$ cat config.mk
export PLATFORM = sky130hd
export DESIGN_NAME = vfcm_ram
export DESIGN_NICKNAME = d
export VERILOG_FILES = /design/src/design/vfcm_ram.sv
export SDC_FILE = /design/constraint.sdc
export NUM_CORES = 1
export LEC_CHECK = 0
export BUFFER_PORTS_ARGS = -buffer_cell sky130_fd_sc_hd__buf_2
export CAP_MARGIN = 10
export CORE_MARGIN = 2
export CORE_UTILIZATION = 49
export DETAILED_ROUTE_END_ITERATION = 10
export GPL_ROUTABILITY_DRIVEN = 0
export GPL_TIMING_DRIVEN = 0
export HOLD_SLACK_MARGIN = 0.06
export PLACE_DENSITY_LB_ADDON = 0.1
export SLEW_MARGIN = 20
export SYNTH_ARGS = -nofsm -noshare
export SYNTH_HDL_FRONTEND = slang
export SYNTH_SLANG_ARGS = --single-unit
$ cat constraint.sdc
create_clock -name i_clk -period 3.21 [get_ports i_clk]
set_clock_uncertainty 0.1 [all_clocks]
set_input_delay 0.1605 -clock i_clk [delete_from_list [all_inputs] [get_ports i_clk]]
set_output_delay 0.1605 -clock i_clk [all_outputs]
set_load 0.05 [all_outputs]
$ cat src/design/vfcm_ram.sv
// ---------------------------------------------------------------------------
// vfcm_ram
// Generic single write port, single read port RAM with registered read.
// ---------------------------------------------------------------------------
module vfcm_ram #(
    parameter int WIDTH = 4,
    parameter int DEPTH = 256
) (
    input  logic                     i_clk,
    input  logic                     i_we,
    input  logic [$clog2(DEPTH)-1:0] i_waddr,
    input  logic [WIDTH-1:0]         i_wdata,
    input  logic [$clog2(DEPTH)-1:0] i_raddr,
    output logic [WIDTH-1:0]         o_rdata
);

    logic [WIDTH-1:0] r_mem [DEPTH];
    logic [WIDTH-1:0] r_rdata;

    always_ff @(posedge i_clk) begin
        if (i_we) begin
            r_mem[i_waddr] <= i_wdata;
        end
        r_rdata <= r_mem[i_raddr];
    end

    assign o_rdata = r_rdata;

endmodule

**Yosys cells after proc, flatten, opt, wreduce, memory -nomap -nowiden**

Memories as Yosys holds them, arrays and structs flattened. A register that Yosys moved wholly into a read port is not among the register bits.
Cells that the tools add are included.
W data, S select, Z words.

- Flip-flop bits (word level): 0
- RAM bits: 1024
- Input port bits: 22
- Output and inout port bits: 4
- Logic and storage cells: 3
- Memories kept: 1

- Multiplexer cells: 2

Memories:

| memory | words | bits a word | read ports | clocked after Yosys merged registers in | wr ports | RTL line | RTL |
|---|---|---|---|---|---|---|---|
| r_mem | 256 | 4 | 1 | 1 | 1 | 17 | `logic [WIDTH-1:0] r_mem [DEPTH];` |

Operators by type and width:

| cell | number |
|---|---|
| $mux W1 | 2 |

**Logic depth before layout (Yosys ltp)**

- Depth after elaboration: 2
- Depth in mapped cells: 11
- Gate-level depth less buffers: 6

**Worst setup path before layout**

OpenSTA, ideal clock, no wires.

- Path type: input -> register
- Start point: in i_raddr[0]
- End point: reg r_rdata[2], in the netlist o_rdata[2], read port of r_mem
- Setup time: 0.130 ns
- Data arrival time: 1.958 ns
- Required time: 2.980 ns
- Path slack: 1.022 ns
- Cell stages on the path: 10
- Path buffers: 5
- Cells stage by stage: buf_6 -> buf_6 -> buf_6 -> buf_4 -> buf_4 -> mux4_2 -> a22oi_1 -> nand3_1 -> nand4_1 -> o211ai_1

RTL lines:

| element | RTL line | RTL |
|---|---|---|
| start: declaration | 13 | `input logic [$clog2(DEPTH)-1:0] i_raddr,` |
| end: declaration | 18 | `logic [WIDTH-1:0] r_rdata;` |

==> impl_summary.log <==
INFO  metric drt-initial-drc-count = 2757
INFO  metric timing.setup.tns = 0 ns
INFO  metric critical_path.max_fanout = 10
INFO  metric router_iterations_before_antenna_repair = 5
INFO  metric max_cap_viol_count = 0
INFO  metric critical-path-top-cell-by-count = buf_2
INFO  metric grt_max_degree = 141
INFO  metric crit_required = 3.61 ns
INFO  metric rsz0062_at_grt = false
INFO  metric finalWorstPathRequiredPeriod = 3.13 ns
INFO  metric synth.yosys.seq_area_share = 0.758
INFO  metric drive_gt1_frac = 0.220
INFO  metric floorplan.io_pins = 26
INFO  metric outcome = completed
INFO  metric die_height = 292 um
INFO  metric relSlewSlack = 0.249
INFO  metric detail-route-antenna-nets = 0
INFO  metric timing.critical_path.arrival = 3.53 ns
INFO  metric final-max-slew-violation-count = 0
INFO  metric crit_path_end_kind = flip-flop
INFO  metric worstSetupStartpointType = primary input
INFO  metric report.final.setup_viol = 0
INFO  metric detail_route.drc_violations = 0
INFO  metric floorplan.initialDensity = 0.495
INFO  metric postSynthCellCount = 2051
INFO  metric floorplan.die.width = 292 um
INFO  metric synth_compound_area_frac = 0.0215
INFO  metric grt_antenna_before_repair = 2
INFO  metric via_count = 21200
INFO  metric design.final.nets = 2205
INFO  metric core_area = 82100 sq um
INFO  metric internal_reg_to_reg_setup_slack = 0.44 ns
INFO  metric share_of_the_core_filled_with_cells_in_the_final_layout = 0.557
INFO  metric worst_pin_slew = 1.10 ns
INFO  metric clkSinkCount = 1028
INFO  metric grt.overflow.total = 0
INFO  metric crit-reg2reg-capture = o_rdata[2]$_DFF_P_
INFO  metric placed_cells = 3143
INFO  metric place_hpwl = 75.2 mm
INFO  metric grt_usage = 0.270
INFO  metric post_detailed_route_wirelength_per_cell = 34.0 um
INFO  metric netlist-cell-type-count = 42
INFO  metric worstSetupPathType = in -> reg
INFO  metric part_of_the_total_power_dissipated_in_combinational_logic = 0.054
INFO  metric final_common_cell = edfxtp_1
INFO  metric timing.reg2reg.worst_path_depth = 5
INFO  metric power.switching_fraction = 0.213
INFO  metric die_area = 85300 sq um
INFO  metric register_share_of_total_power = 0.522
INFO  metric synthesized_area_fraction_occupied_by_adder_cells = 0
INFO  metric synth_enable_flop_cells = 1024
INFO  metric netlist_area = 40700 sq um
INFO  metric synthXorXnorAreaFrac = 0
INFO  metric yosys.area_share.simple = 0.0473
INFO  metric ys_async_sr_fraction = 0
INFO  metric timing.fmax = 319 MHz
INFO  metric postRouteWirelength = 113 mm
INFO  metric placedInstanceArea = 42300 sq um
INFO  metric finalHoldWorstSlack = 0.212 ns
INFO  metric viasPerCell = 6.35
INFO  metric synth-warning-count = 0
INFO  metric final-hold-violation-count = 0
INFO  metric longest_individual_stage_delay_on_the_worst_path = 0.63 ns
INFO  metric grt_pass1_wl = 160 mm
INFO  metric h_tree_level_count = 3
INFO  metric total_switching_power = 0.00605 W
INFO  metric hold_path_class = in -> reg
INFO  metric combinational_family_with_the_most_area_after_synthesis = multiplexers
INFO  metric path_buf_inv = 3
INFO  metric area.growth.synth_to_final = 12.5%
INFO  metric hold_depth = 3
INFO  metric finish.instance_area = 45800 sq um
INFO  metric critical-path-slowest-cell = nor4_1
INFO  metric final_cells = 3336
INFO  metric num_rows = 105
INFO  metric crit_family = simple AND/OR/NAND/NOR gates
INFO  metric synth.mux.area_fraction = 0.156
INFO  metric synth_fp_nets = 2073
INFO  metric reg2reg_from = r_mem[191][2]$_DFFE_PP_
INFO  metric power.clock.fraction = 0.424
INFO  metric timing.critical_path.cells = buf_2 -> buf_2 -> buf_2 -> nor2b_1 -> a22oi_1 -> a31oi_1 -> o21ai_0 -> nor4_1 -> o211ai_1
INFO  metric most-common-layout-cells = edfxtp_1, nor2_1, mux4_2, clkbuf_16, clkbuf_1
INFO  metric worst_skew_pair.late_latency = 0.68 ns
INFO  metric cts_tree = built
INFO  metric clock_tree.root_cell = clkbuf_16
INFO  metric synth-seq-cells = 1028
INFO  metric p_int = 0.0223 W
INFO  metric placement.io_buffers = 15
INFO  metric first_global_vias = 21500
INFO  metric tritoncts_buffer_count = 105
INFO  metric sink_of_the_worst_hold_path = r_mem[177][2]$_DFFE_PP_
INFO  metric power_leakage = 14.1 nW
INFO  metric clk_pin_slew = 0.06 ns
INFO  metric vdd.ir_drop.worst = 0.000613 V
INFO  metric final_min_period_over_clock_period = 0.976
INFO  metric synthesis.area_per_instance = 19.8 sq um
INFO  metric synth_flop_cell = edfxtp_1
INFO  metric min_from = i_waddr[4]
INFO  metric power.density = 620 nW/um^2
INFO  metric ctsLongestPathBuffers = 3
layer usage:
metal | vias up | wire length (um) | track usage
met3 | 180 | 9440 | 0.0529
met1 | 11300 | 45500 | 0.375
li1 | 8660 | - | -
met5 | - | 8 | 0
met4 | 2 | 3400 | 0.0808
met2 | 1067 | 54900 | 0.437
sequential cells by signal, summed over array words and instances (netlist names):
register / count
o_rdata: 4
r_mem: 1024
per-stage QoR:
| stage | total power [W] | setup WS (ns) |
|---|---|---|
| global route | 0.0291 | 0.0380 |
| global placement | 0.0166 | -1.09 |
| finish | 0.0284 | 0.0782 |
| detailed placement | 0.0166 | -1.08 |
| CTS | 0.0285 | 0.0826 |
| floorplan | 0.0159 | 1.02 |
cell usage after synthesis, types with 10 or more instances:
master,n,area share
o211ai_1,13,0.0024
o22ai_1,10,0.0015
clkbuf_1,68,0.0063
edfxtp_1,1024,0.76
a22oi_1,32,0.0059
nand4_1,15,0.0023
buf_2,20,0.0025
o21ai_0,16,0.0020
buf_6,19,0.0053
mux2i_1,65,0.016
a21oi_1,13,0.0016
nor2_1,275,0.025
nor2b_1,26,0.0040
nand2b_1,12,0.0018
buf_4,11,0.0020
nand3_1,39,0.0048
mux4_2,250,0.14
nand2_1,55,0.0051
buf_1,10,0.00092
kinds of logic (layout without fill, tap and decap cells):
kind of cell | after synthesis | count (layout)
flops | 1028 | 1028
simple gates | 447 | 447
mux | 321 | 321
buf+inv | 130 | 343
compound gates | 125 | 125
other cells | 0 | 2
what timing repair did:
action,in CTS,in global routing
gates resized for setup,6,2
endpoints found under the hold margin,436,0
endpoints found under the setup margin,4,2
hold buffers,4,0
buffers inserted,0,0
cloned,0,0
pin swaps,0,0
power groups by stage:
| stage | registers [W] | clock network (W) | logic (W) |
|---|---|---|---|
| after floorplan | 0.0151 | 0 | 0.000760 |
| after global placement | 0.0151 | 0 | 0.00147 |
| after detailed placement | 0.0151 | 0 | 0.00153 |
| after CTS | 0.0148 | 0.0122 | 0.00154 |
| after global routing | 0.0148 | 0.0127 | 0.00160 |
| final | 0.0148 | 0.0120 | 0.00154 |
tightest hold or removal path: stages:
cell and delay [ns]:
buf_2 0.17, nand3_1 0.26, nor2_1 0.18
area by class of cell:
cell class | count | area, sq um
inverters | 2 | 7.51
multi-input cells | 893 | 9160
well taps | 1070 | 1340
diodes | 2 | 5.00
flip-flops and latches | 1028 | 30800
repair buffers | 26 | 335
fillers | 6175 | 36300
clock buffers | 130 | 2810
plain buffers | 127 | 718
clock inverters | 58 | 563
how the worst max path moves through the flow:
stage / end / startpoint / depth (start not counted) / slack [ns]
floorplan: o_rdata[2]$_DFF_P_ / i_raddr[0] / 10 / 1.02
global placement: r_mem[96][0]$_DFFE_PP_ / i_wdata[0] / 1 / -1.09
detailed placement: o_rdata[2]$_DFF_P_ / i_raddr[2] / 7 / -1.08
CTS: o_rdata[1]$_DFF_P_ / i_raddr[1] / 9 / 0.08
global route: o_rdata[0]$_DFF_P_ / i_raddr[1] / 9 / 0.04
finish: o_rdata[3]$_DFF_P_ / i_raddr[1] / 9 / 0.08
Note: power is estimated with default switching activity, not from simulation.
